`config.mk`:
```
export PLATFORM = sky130hd
export DESIGN_NAME = psu_merge
export DESIGN_NICKNAME = d
export VERILOG_FILES = /design/src/design/psu_pkg.sv /design/src/design/psu_merge.sv
export SDC_FILE = /design/constraint.sdc
export NUM_CORES = 1
export LEC_CHECK = 0
export BUFFER_PORTS_ARGS = -buffer_cell sky130_fd_sc_hd__buf_2
export CAP_MARGIN = 15
export CORE_AREA = 2 2 375 377
export DETAILED_ROUTE_END_ITERATION = 12
export DIE_AREA = 0 0 377 379
export PLACE_DENSITY = 0.47
export REMOVE_ABC_BUFFERS = 1
export SKIP_LAST_GASP = 1
export SLEW_MARGIN = 25
export SYNTH_ARGS = -nofsm -noshare
export SYNTH_HDL_FRONTEND = slang
export SYNTH_SLANG_ARGS = --single-unit
```
`constraint.sdc`:
```
create_clock -name clk -period 2.9 [get_ports clk]
set_input_delay 0.29 -clock clk [delete_from_list [all_inputs] [get_ports clk]]
set_output_delay 0.29 -clock clk [all_outputs]
set_load 0.005 [all_outputs]
```
`src/design/psu_pkg.sv`:
```
package psu_pkg;

	// Table size and field widths
	localparam int PARTICLES  = 32;
	localparam int PIDX_W     = $clog2(PARTICLES);
	localparam int IDX_W      = 5;
	localparam int POS_W      = 32;
	localparam int FIT_W      = 64;
	localparam int GAIN_W     = 18;
	localparam int RAND_W     = 17;
	localparam int K_W        = 19;
	localparam int CFG_IDX_W  = 3;
	localparam int IN_DATA_W  = 136;
	localparam int OUT_DATA_W = 320;

	// Latency of the arithmetic: lane pipeline then merge pipeline
	localparam int LANE_LAT   = 8;
	localparam int MERGE_LAT  = 3;
	localparam int CALC_CYC   = LANE_LAT + MERGE_LAT;
	localparam int CNT_W      = $clog2(CALC_CYC);

	typedef logic signed [POS_W-1:0] coord_t;
	typedef logic [FIT_W-1:0] fit_t;

	typedef enum logic [CFG_IDX_W-1:0] {
		REG_INERTIA  = 3'd0,
		REG_COG_GAIN = 3'd1,
		REG_SOC_GAIN = 3'd2,
		REG_COG_RAND = 3'd3,
		REG_SOC_RAND = 3'd4
	} cfg_reg_t;

	typedef enum logic {
		OP_LOAD   = 1'b0,
		OP_UPDATE = 1'b1
	} op_t;

	typedef enum logic [1:0] {
		S_IDLE,
		S_READ,
		S_CALC,
		S_DONE
	} seq_state_t;

	// Velocity coefficients: inertia and the two combined attraction gains
	typedef struct packed {
		logic [GAIN_W-1:0] w;
		logic [K_W-1:0]    k1;
		logic [K_W-1:0]    k2;
	} coef_t;

	// Operands of one axis
	typedef struct packed {
		logic   load;
		coord_t p;
		coord_t v;
		coord_t b;
		coord_t g;
	} lane_in_t;

	// Results of one axis
	typedef struct packed {
		coord_t pos;
		coord_t vel;
		fit_t   fourth;
	} lane_out_t;

	// One particle table entry
	typedef struct packed {
		coord_t px;
		coord_t py;
		coord_t vx;
		coord_t vy;
		coord_t bx;
		coord_t by;
		fit_t   bf;
	} entry_t;

	// Swarm best
	typedef struct packed {
		fit_t   f;
		coord_t x;
		coord_t y;
	} swarm_t;

	// Merged results of one request
	typedef struct packed {
		fit_t   fit;
		fit_t   pbf;
		coord_t pbx;
		coord_t pby;
		swarm_t sw;
	} merge_out_t;

	// Clamp a signed value to the 32-bit coordinate range
	function automatic coord_t sat32(input logic signed [38:0] v);
		coord_t r;
		if (v[38:31] == {8{v[38]}}) begin
			r = v[31:0];
		end else if (v[38]) begin
			r = 32'sh8000_0000;
		end else begin
			r = 32'sh7fff_ffff;
		end
		return r;
	endfunction

endpackage

```
`src/design/psu_merge.sv`:
```
module psu_merge (
	input  logic                 clk,
	input  logic                 arst_n,
	input  psu_pkg::lane_out_t   lx,
	input  psu_pkg::lane_out_t   ly,
	input  psu_pkg::entry_t      old,
	input  logic                 load,
	input  logic                 hit,
	input  logic                 commit,
	output psu_pkg::merge_out_t  mout,
	output psu_pkg::swarm_t      swarm_cur
);
	import psu_pkg::*;

	logic [64:0] fsum;
	fit_t        fit_s1;
	fit_t        pbf_s2;
	coord_t      pbx_s2;
	coord_t      pby_s2;
	swarm_t      sw_s3;
	swarm_t      swarm_q;
	logic        take;
	logic        stake;

	assign fsum  = 65'(lx.fourth) + 65'(ly.fourth);
	assign take  = load || (fit_s1 <= old.bf);
	assign stake = hit && !load && (pbf_s2 <= swarm_q.f);

	// Sum the axes, then personal best, then swarm best candidate
	always_ff @(posedge clk) begin
		fit_s1 <= fsum[64] ? '1 : fsum[63:0];
		pbf_s2 <= take ? fit_s1 : old.bf;
		pbx_s2 <= take ? lx.pos : old.bx;
		pby_s2 <= take ? ly.pos : old.by;
		sw_s3  <= stake ? swarm_t'{f: pbf_s2, x: pbx_s2, y: pby_s2} : swarm_q;
	end

	// Hold the swarm best; take the candidate once per request
	always_ff @(posedge clk or negedge arst_n) begin
		if (!arst_n) begin
			swarm_q <= '{f: '1, x: '0, y: '0};
		end else if (commit) begin
			swarm_q <= sw_s3;
		end
	end

	assign mout.fit  = fit_s1;
	assign mout.pbf  = pbf_s2;
	assign mout.pbx  = pbx_s2;
	assign mout.pby  = pby_s2;
	assign mout.sw   = sw_s3;
	assign swarm_cur = swarm_q;

endmodule

```
==> metrics.md, run 1 <==
| Metric | Value |
|---|---|
| Outcome | finished, violations left |
| Violations in the final reports | negative setup slack |
| Min Tclk post-route | 3.18 ns |
| Period utilization | 110% |
| Nets | 4108 |
| Cell taking the most area after synthesis | dfxtp_1 |
| Grt total ovfl | 0 |
| Seq cells post-synth | 448 |
| Hold WC Path Type | input pin to flop |
| Synth-to-layout area growth | 70.0% |
| Share of post-route cells with drive strength above 1 | 51.2% |
| TritonCTS Sinks | 448 |
| Total wire length | 110 mm |
| Largest net degree at the start of global routing | 53 |
| CTS root buf | clkbuf_16 |
| Worst vdd ir | 0.000428 V |
| Htree depth | 2 |
| Die Height | 379 um |
| First-pass GRT wire length | 151 mm |
| Starting DRT DRC Count | 888 |
| Worst-Skew Late Latency | 0.65 ns |
| Post-route antenna net violation count | 0 |
| Adder-cell area share of the yosys netlist | 11.3% |
| CP Launch Type | flop |
| Max Cap Violations | 0 |
| Internal | 20.1 mW |
| Reg2reg setup slack | -0.28 ns |
| Sequential share of power | 33.9% |
| Max clock buf depth | 3 |
| Most frequent cells after synthesis | mux2_2 (321), dfxtp_1 (320), ha_1 (192) |
| Number of I/O port buffers | 772 |
| Top cell type's share of synthesized area | 29.8% |
| HPWL Detailed | 87.4 mm |
| DRC viols | 0 |
| Top-count cell post-synth | mux2_2 |
| Site Rows | 137 |
| DR pass1 iterations | 5 |
| Simple-gate share of the synthesized area | 8.01% |
| Avg Cell Area, Syn | 10.6 um2 |
| Net Switching | 10.8 mW |
| Finished Core Util | 26.3% |
| Worst Path Arrival | 3.69 ns |
| Crit end category | flop |
| Compound-Gate Fraction of Synth Area | 12.4% |
| Fin Hold WS | 0.105 ns |
| Clk_skew | 0.0410 ns |
| Sequential fraction of the synthesis area | 45.1% |
| Die span in x | 377 um |
| Die Area | 0.143 mm2 |
| Vias in the first global route | 21500 |
| Tot GR Track Use | 14.5% |
| Xor/xnor share of the synthesized area | 2.24% |
| Layout Cells excl Fill | 5258 |
| Sw frac | 34.9% |
| Worst-path fanout max | 7 |
| Clock power frac | 23.1% |
| Cts bufs inserted | 55 |
| TritonCTS clock tree | yes |
| Distinct cell type count after synthesis | 64 |
| Portion of netlist area occupied by mux cells | 16.9% |
| Vias per cell | 3.97 |
| WL per Instance | 20.9 um |
| Dpl cell area | 0.0304 mm2 |
| Comb pwr share | 43.0% |
| Worst Slack Setup Final | -0.279 ns |
| Fin. Hold Viols | 0 |
| Max-slew violations | 0 |
| Setup WS pre-CTS | -0.851 ns |
| Core footprint | 0.139 mm2 |
| Worst slew margin | 57.7% |
| Least-Margin Pin Slew | 0.634 ns |
| Final Wtd Congestion | 0.872 |
| Ys async rst share | 28.6% |
| Endpoints failing setup | 190 |
| Main combinational cell family by area after synthesis | multiplexers |
| Number of synthesized flops with an enable pin | 0 |
| Power density over the cells | 846 mW/mm2 |
| Static Leakage | 17.5 nW |
| Synth Flop Type | dfxtp_1 |
| Vias | 20900 |
| Gate Count Post-Synth | 2035 |
| Setup Crit Path Kind | flop to flop |
| RSZ-0062 raised after global routing | yes |
| I/O Pins | 965 |
| CP required | 3.41 ns |
| Initial antenna violation count | 19 |
| Mapped Area | 0.0215 mm2 |
| Placed insts | 4906 |
| Final instance area | 0.0365 mm2 |
| Synth warn | 0 |
| CTS clk-pin slew, worst paths | 0.06 ns |
| Synth top area cells | dfxtp_1 (30%), mux2_2 (17%), ha_1 (11%) |
| Max frequency | 0.315 GHz |
| Initial Utilization | 15.5% |
## per-layer routing
metal,vias up,global-route usage (%),share of wire [%]
li1,9981,-,-
met1,10100,18.6,44
met2,640,23.5,46
met3,135,4.23,7.6
met4,14,4.19,2.4
met5,-,0,0.073
## state kept, by name, summed over array words and instances, names as in the netlist
register and cells:
pbf_s2 64, pbx_s2 32, pby_s2 32, fit_s1 64, mout 128, swarm_cur 128
## logic make-up (layout without fill, tap and decap cells)
family / Yosys count / in the layout
other cells: 0 / 6
mux: 322 / 322
flops: 448 / 448
compound gates: 424 / 424
xor+xnor: 55 / 55
fa+ha+maj: 193 / 193
buf+inv: 222 / 1632
simple gates: 371 / 371
## worst paths after layout
path	end	depth (start not counted)	from
setup / recovery	mout[75]	15	swarm_cur[69]
hold / removal	pbf_s2[29]	3	old[29]
setup reg to reg	mout[75]	15	swarm_cur[69]
hold reg to reg	swarm_cur[126]	2	mout[126]
max in group asynchronous	swarm_cur[96]	3	arst_n
min in group asynchronous	swarm_cur[57]	2	arst_n
## cell type report
class | count | area (um2)
well taps | 1807 | 2260
multi-input cells | 1365 | 12200
repair buffers | 1386 | 9960
clock inverters | 24 | 327
clock buffers | 80 | 1550
fillers | 14800 | 102000
inverters | 142 | 533
diodes | 6 | 15.0
flip-flops and latches | 448 | 9710
## power groups by stage
stage	clock network (mW)	logic (mW)	registers (mW)
floorplan	0	4.63	10.3
global placement	0	11.4	10.5
detailed placement	0	11.5	10.5
CTS	7.42	12.8	10.4
global route	7.62	14.5	10.7
finish	7.15	13.3	10.5
## what timing repair did
action                                  4_1_cts  5_1_grt
gates cloned                                 16        9
pin swaps                                    33       46
setup buffers                                24       17
endpoints found under the hold margin       173        1
resized for setup                           164      203
hold buffers                                194        1
endpoints found under the setup margin      256      304
## layout by cell type, fill, tap and decap left out, types with 8 or more instances in the layout
master / synthesis / layout
dlygate4sd3_1: 0 / 194
a31oi_1: 10 / 9
dfrtp_1: 64 / 64
dfstp_2: 64 / 64
a21oi_1: 115 / 97
o21ai_0: 123 / 114
xor2_1: 24 / 24
nand4_1: 53 / 53
mux2_2: 321 / 141
buf_4: 1 / 338
buf_2: 38 / 770
clkinv_2: 0 / 8
inv_1: 142 / 133
nand2b_1: 11 / 11
buf_16: 0 / 12
ha_4: 0 / 22
nand2_1: 184 / 183
clkbuf_1: 37 / 17
o31ai_1: 10 / 10
a21o_1: 91 / 91
clkbuf_8: 0 / 8
buf_6: 0 / 15
nor2_1: 45 / 40
mux2_4: 0 / 180
xnor2_1: 31 / 31
buf_12: 0 / 39
buf_8: 0 / 9
o21a_1: 10 / 9
dfxtp_1: 320 / 311
nor3_1: 14 / 12
clkbuf_16: 0 / 63
nand3_1: 18 / 15
inv_2: 0 / 9
ha_1: 192 / 170
a21oi_2: 0 / 16
nor2b_1: 11 / 9
o21bai_1: 13 / 13
## metrics by stage
stage / power [mW] / setup TNS [ns]
after floorplan: 14.9 / -1490.73
after global placement: 21.9 / -181.06
after detailed placement: 22.0 / -184.06
after CTS: 30.6 / -55.97
after global routing: 32.9 / -54.40
final: 30.9 / -29.48
## worst max-delay path: stages, from the launching register on
cell	delay, ns
dfstp_2	0.53
inv_2	0.05
ha_4	0.21
a21o_1	0.15
a21o_1	0.16
a21oi_2	0.12
buf_4	0.14
o21a_4	0.14
o221a_4	0.22
o21ai_2	0.07
a211o_1	0.26
a21oi_4	0.18
buf_6	0.14
buf_12	0.16
clkbuf_16	0.18
mux2_2	0.33
No activity file was read; power rests on OpenSTA's default activity.
==> inputs of run 2 (changes only) <==
--- a/config.mk
+++ b/config.mk
@@ -5,12 +5,13 @@
 export SDC_FILE = /design/constraint.sdc
 export NUM_CORES = 1
 export LEC_CHECK = 0
+export ABC_AREA = 1
 export BUFFER_PORTS_ARGS = -buffer_cell sky130_fd_sc_hd__buf_2
 export CAP_MARGIN = 15
-export CORE_AREA = 2 2 375 377
+export CORE_AREA = 2 2 374 376
 export DETAILED_ROUTE_END_ITERATION = 12
-export DIE_AREA = 0 0 377 379
-export PLACE_DENSITY = 0.47
+export DIE_AREA = 0 0 376 378
+export PLACE_DENSITY = 0.49
 export REMOVE_ABC_BUFFERS = 1
 export SKIP_LAST_GASP = 1
 export SLEW_MARGIN = 25
==> metrics.md, run 2 <==
| Metric | Value |
|---|---|
| Max frequency | 0.318 GHz |
| Seq cells post-synth | 448 |
| CTS root buf | clkbuf_16 |
| HPWL Detailed | 103 mm |
| Worst Path Arrival | 3.66 ns |
| Layout Cells excl Fill | 6060 |
| Endpoints failing setup | 128 |
| Worst-path fanout max | 19 |
| Vias per cell | 4.17 |
| Tot GR Track Use | 16.8% |
| Internal | 17.8 mW |
| Placed insts | 5730 |
| WL per Instance | 20.8 um |
| Power density over the cells | 841 mW/mm2 |
| Avg Cell Area, Syn | 7.54 um2 |
| Outcome | finished, violations left |
| Mapped Area | 0.0235 mm2 |
| Max Cap Violations | 0 |
| Number of I/O port buffers | 772 |
| Site Rows | 137 |
| Worst-Skew Late Latency | 0.62 ns |
| Cell taking the most area after synthesis | dfxtp_1 |
| Clock power frac | 24.2% |
| Period utilization | 108% |
| Largest net degree at the start of global routing | 70 |
| CTS clk-pin slew, worst paths | 0.06 ns |
| Synth-to-layout area growth | 48.4% |
| DR pass1 iterations | 8 |
| Synth top area cells | dfxtp_1 (27%), nand2_1 (15%), ha_1 (10%) |
| CP required | 3.42 ns |
| TritonCTS Sinks | 448 |
| Sequential share of power | 35.3% |
| Top cell type's share of synthesized area | 27.3% |
| Cts bufs inserted | 55 |
| Static Leakage | 17.5 nW |
| Post-route antenna net violation count | 0 |
| Max clock buf depth | 3 |
| Die Area | 0.142 mm2 |
| Clk_skew | 0.0251 ns |
| Grt total ovfl | 0 |
| DRC viols | 0 |
| Ys async rst share | 28.6% |
| Setup Crit Path Kind | flop to flop |
| Worst slew margin | 48.3% |
| Fin Hold WS | 0.0494 ns |
| Top-count cell post-synth | nand2_1 |
| Sw frac | 39.5% |
| Comb pwr share | 40.5% |
| Min Tclk post-route | 3.15 ns |
| Worst vdd ir | 0.000404 V |
| Htree depth | 2 |
| CP Launch Type | flop |
| Setup WS pre-CTS | -0.437 ns |
| Core footprint | 0.139 mm2 |
| Number of synthesized flops with an enable pin | 0 |
| RSZ-0062 raised after global routing | yes |
| Distinct cell type count after synthesis | 43 |
| Sequential fraction of the synthesis area | 41.2% |
| Synth warn | 0 |
| Nets | 4908 |
| Initial antenna violation count | 24 |
| Crit end category | flop |
| Most frequent cells in the layout | nand2_1 (952), buf_2 (770), nand3_1 (336), inv_1 (333), dfxtp_1 (317) |
| Commonest non-fill, non-tap cell in the layout | nand2_1 |
| Final Wtd Congestion | 0.876 |
| Most frequent cells after synthesis | nand2_1 (970), inv_1 (338), nand3_1 (338) |
| Vias in the first global route | 24600 |
| Gate Count Post-Synth | 3119 |
| TritonCTS clock tree | yes |
| I/O Pins | 965 |
| Total wire length | 126 mm |
| Max-slew violations | 0 |
| Fin. Hold Viols | 0 |
| Initial Utilization | 17.0% |
| Setup TNS Final | -26.01 ns |
| Least-Margin Pin Slew | 0.776 ns |
| Die Height | 378 um |
| Violations in the final reports | negative setup slack |
| Share of post-route cells with drive strength above 1 | 29.1% |
| Vias | 25300 |
| Net Switching | 11.6 mW |
| Hold WC Path Type | input pin to flop |
| First-pass GRT wire length | 173 mm |
| Worst Slack Setup Final | -0.245 ns |
| Synth Flop Type | dfxtp_1 |
| Starting DRT DRC Count | 1387 |
| Die span in x | 376 um |
==> run 2: changes by cell type after synthesis, moves of 14 or more <==
cell | before | now
mux2_2 | 321 | 65
a21oi_1 | 115 | 156
nand3_1 | 18 | 338
xnor2_1 | 31 | 9
inv_1 | 142 | 338
nand3_2 | 0 | 14
o21ai_0 | 123 | 146
nand4_1 | 53 | 22
a21o_1 | 91 | 5
nand2_1 | 184 | 970
nor2_1 | 45 | 201
buf_4 | 1 | 26
==> run 2: final timing paths <==
check | slack [ns] | end | startpoint | cells after the start
max | -0.25 | mout[125] | swarm_cur[110] | 15
min | 0.05 | fit_s1[1] | ly[1] | 4
min in group asynchronous | 0.18 | swarm_cur[29] | arst_n | 2
max reg2reg | -0.25 | mout[125] | swarm_cur[110] | 15
min reg2reg | 0.43 | swarm_cur[82] | mout[82] | 2
max in group asynchronous | 1.77 | swarm_cur[122] | arst_n | 3
==> run 2: area by class of cell <==
class | instances | area (um2)
Timing Repair Buffer | 1133 | 7670
Multi-Input combinational cell | 2222 | 12100
Antenna cell | 8 | 20.0
Tap cell | 1807 | 2260
Inverter | 338 | 1270
Fill cell | 15400 | 104000
Clock inverter | 26 | 256
Sequential cell | 448 | 9690
Clock buffer | 78 | 1590
==> run 2: routing by layer <==
layer | routed length (um) | share of wire [%] | GRT usage (%)
met1 | 55100 | 44 | 21.3
met2 | 58400 | 46 | 28.1
met3 | 7930 | 6.3 | 3.60
met4 | 4700 | 3.7 | 5.73
met5 | 97 | 0.077 | 0
==> run 2: repair_timing <==
item                                   CTS  global route
pin swaps                                9             6
setup endpoints to repair              236           180
hold buffers                           195             0
resized for setup                       39            18
gates cloned                             4             4
setup buffers                           13             3
endpoints found under the hold margin  163             0
==> run 2: through the flow <==
stage          instance area, um2  total power [mW]  utilization, %
6_report                    34900              29.4            25.2
5_1_grt                     34900              31.3            25.2
4_1_cts                     34700              29.6            25.0
3_5_place_dp                30500              21.5            22.0
3_3_place_gp                30500              21.4            22.0
2_1_floorplan               22900              15.0               -
==> run 2: cell families after synthesis <==
group                    share of synthesized area [%]
multiplexers                                      3.11
buffers and inverters                             8.02
flip-flops                                        41.2
XOR/XNOR                                          1.23
AND/OR/NAND/NOR                                   28.3
AO/OA/AOI/OAI                                     7.80
adder cells (fa/ha/maj)                           10.3
==> run 2: power groups by stage <==
stage | Sequential [mW] | Combinational (mW) | Clock, mW
after global placement | 10.4 | 11.0 | 0
after CTS | 10.4 | 11.9 | 7.33
after global routing | 10.6 | 13.2 | 7.56
final | 10.4 | 11.9 | 7.10
after detailed placement | 10.5 | 11.1 | 0
after floorplan | 10.3 | 4.64 | 0
==> run 2: critical path, stage by stage, from the launching register on <==
cell and delay (ns):
dfstp_2 0.54, inv_2 0.06, ha_4 0.26, nand4_1 0.15
nor2_2 0.19, nand3b_1 0.30, nor3b_4 0.37, buf_6 0.17
nand4_1 0.13, nand2_4 0.16, buf_12 0.12, nand2_8 0.06
buf_12 0.18, buf_12 0.18, nand2_1 0.06, nand2_1 0.05
==> inputs of run 3 (changes only) <==
--- a/config.mk
+++ b/config.mk
@@ -11,7 +11,7 @@
 export CORE_AREA = 2 2 374 376
 export DETAILED_ROUTE_END_ITERATION = 12
 export DIE_AREA = 0 0 376 378
-export PLACE_DENSITY = 0.49
+export PLACE_DENSITY = 0.47
 export REMOVE_ABC_BUFFERS = 1
 export SKIP_LAST_GASP = 1
 export SLEW_MARGIN = 25
==> metrics.md, run 3 (synthesis results as in run 2) <==
| Metric | Value |
|---|---|
| Initial antenna violation count | 33 |
| Worst-Skew Late Latency | 0.64 ns |
| Period utilization | 99.7% |
| Max Cap Violations | 0 |
| Htree depth | 2 |
| WL per Instance | 20.9 um |
| Largest net degree at the start of global routing | 52 |
| Min Tclk post-route | 2.89 ns |
| Grt total ovfl | 0 |
| CP Launch Point | swarm_cur[111] |
| RSZ-0062 raised after global routing | yes |
| Hold Crit Start | old[64] |
| I/O Pins | 965 |
| HPWL Detailed | 102 mm |
| CTS clk-pin slew, worst paths | 0.06 ns |
| Endpoints failing setup | 0 |
| Clk_skew | 0.0331 ns |
| DRC viols | 0 |
| Synth-to-layout area growth | 50.7% |
| CP peak stage delay | 0.54 ns |
| Power density over the cells | 844 mW/mm2 |
| Vias in the first global route | 24700 |
| DR pass1 iterations | 7 |
| Max frequency | 0.346 GHz |
| TritonCTS Sinks | 448 |
| Worst Path Arrival | 3.41 ns |
| Fillcell total | 15400 |
| Max clock buf depth | 3 |
| Fin Hold WS | 0.0841 ns |
| Setup Crit Path Kind | flop to flop |
| Commonest non-fill, non-tap cell in the layout | nand2_1 |
| Initial Utilization | 17.0% |
| Worst vdd ir | 0.000521 V |
| Overall power | 29.9 mW |
| Most frequent cells in the layout | nand2_1 (928), buf_2 (770), nand3_1 (335), inv_1 (333), dfxtp_1 (318) |
| Number of I/O port buffers | 772 |
| Max-slew violations | 0 |
| Hold WC Path Type | input pin to flop |
| First-pass GRT wire length | 171 mm |
| Worst slew margin | 48.8% |
| Nets | 4926 |
| Worst-path fanout max | 7 |
| Share of post-route cells with drive strength above 1 | 30.2% |
| Post-route antenna net violation count | 0 |
| Static Leakage | 17.8 nW |
| TritonCTS clock tree | yes |
| Crit path max-delay cell type | dfstp_2 |
| Vias per cell | 4.16 |
| CP Launch Type | flop |
| Final Wtd Congestion | 0.906 |
| Total wire length | 127 mm |
| Dpl cell area | 0.0307 mm2 |
| Die Height | 378 um |
| Least-Margin Pin Slew | 0.759 ns |
| Site Rows | 137 |
| Final instance area | 0.0354 mm2 |
| FF-to-FF Start | swarm_cur[111] |
| CP most frequent cell | nand4_1 |
| CP required | 3.41 ns |
| Tot GR Track Use | 16.7% |
| Starting DRT DRC Count | 1444 |
| Placed insts | 5743 |
| Outcome | complete, no violations |
| Core footprint | 0.139 mm2 |
| Die span in x | 376 um |
| Crit end category | flop |
| Layout Cells excl Fill | 6081 |
| Vias | 25300 |
| CTS root buf | clkbuf_16 |
| Cts bufs inserted | 56 |
| Crit-path cells | inv_2 > ha_4 > nand4_1 > nor2_4 > nand3b_1 > nor3b_2 > buf_6 > nand4_1 > nand2_4 > nand2_8 > buf_12 > clkbuf_16 > nand2_2 > nand2_1 |
| FF+latch area | 0.00969 mm2 |
| Fin. Hold Viols | 0 |
| Die Area | 0.142 mm2 |
| Area of the multi-input gates | 0.0123 mm2 |
| Finished Core Util | 25.6% |
==> run 3: report_power, final <==
| part | switching (mW) | total [mW] | internal, mW |
|---|---|---|---|
| Sequential | 1.84 | 10.4 | 8.60 |
| Clock | 3.02 | 7.42 | 4.40 |
| Combinational | 6.91 | 12.0 | 5.11 |
==> run 3: metal layers <==
metal / vias to the layer above / share of wire (%) / GRT usage (%)
li1: 12300 / - / -
met1: 12000 / 43 / 20.8
met2: 821 / 47 / 28.4
met3: 208 / 5.9 / 3.46
met4: 16 / 3.7 / 5.76
met5: - / 0.076 / 0
==> run 3: critical path, delay by kind of cell (launching register included) <==
family        cells  cell delay (ns)
flops             1             0.54
fa+ha+maj         1             0.26
simple gates      9             1.33
buf+inv           4             0.60
==> run 3: path summary, 6_finish.rpt <==
check,to,slack (ns),cells after the start
worst min register to register,swarm_cur[126],0.43,2
min in group asynchronous,swarm_cur[36],0.22,2
worst max register to register,mout[126],0.008,14
worst max-delay path,mout[126],0.008,14
max in group asynchronous,swarm_cur[127],1.85,3
worst min-delay path,pby_s2[0],0.08,3
==> run 3: timing repair <==
action | CTS | global route
buffers inserted | 4 | 10
hold buffers | 196 | 0
setup endpoints to repair | 224 | 238
gates cloned | 4 | 10
pin swaps | 4 | 8
resized for setup | 22 | 73
hold endpoints to repair | 160 | 0
==> run 3: layout make-up <==
type	count	share of cell area (%)
multi-input combinational	2222	34.7
sequential	448	27.4
timing repair buffer	1150	22.5
tap	1807	6.38
clock buffer	72	4.35
inverter	338	3.58
clock inverter	33	1.12
antenna	11	0.0777
==> run 3: per-stage QoR <==
step                TNS [ns]  worst slack [ns]
floorplan           -1483.22             -6.14
global placement      -15.68            -0.169
detailed placement    -15.16            -0.156
CTS                   -0.925           -0.0554
global route          -12.63            -0.133
finish                     0           0.00808
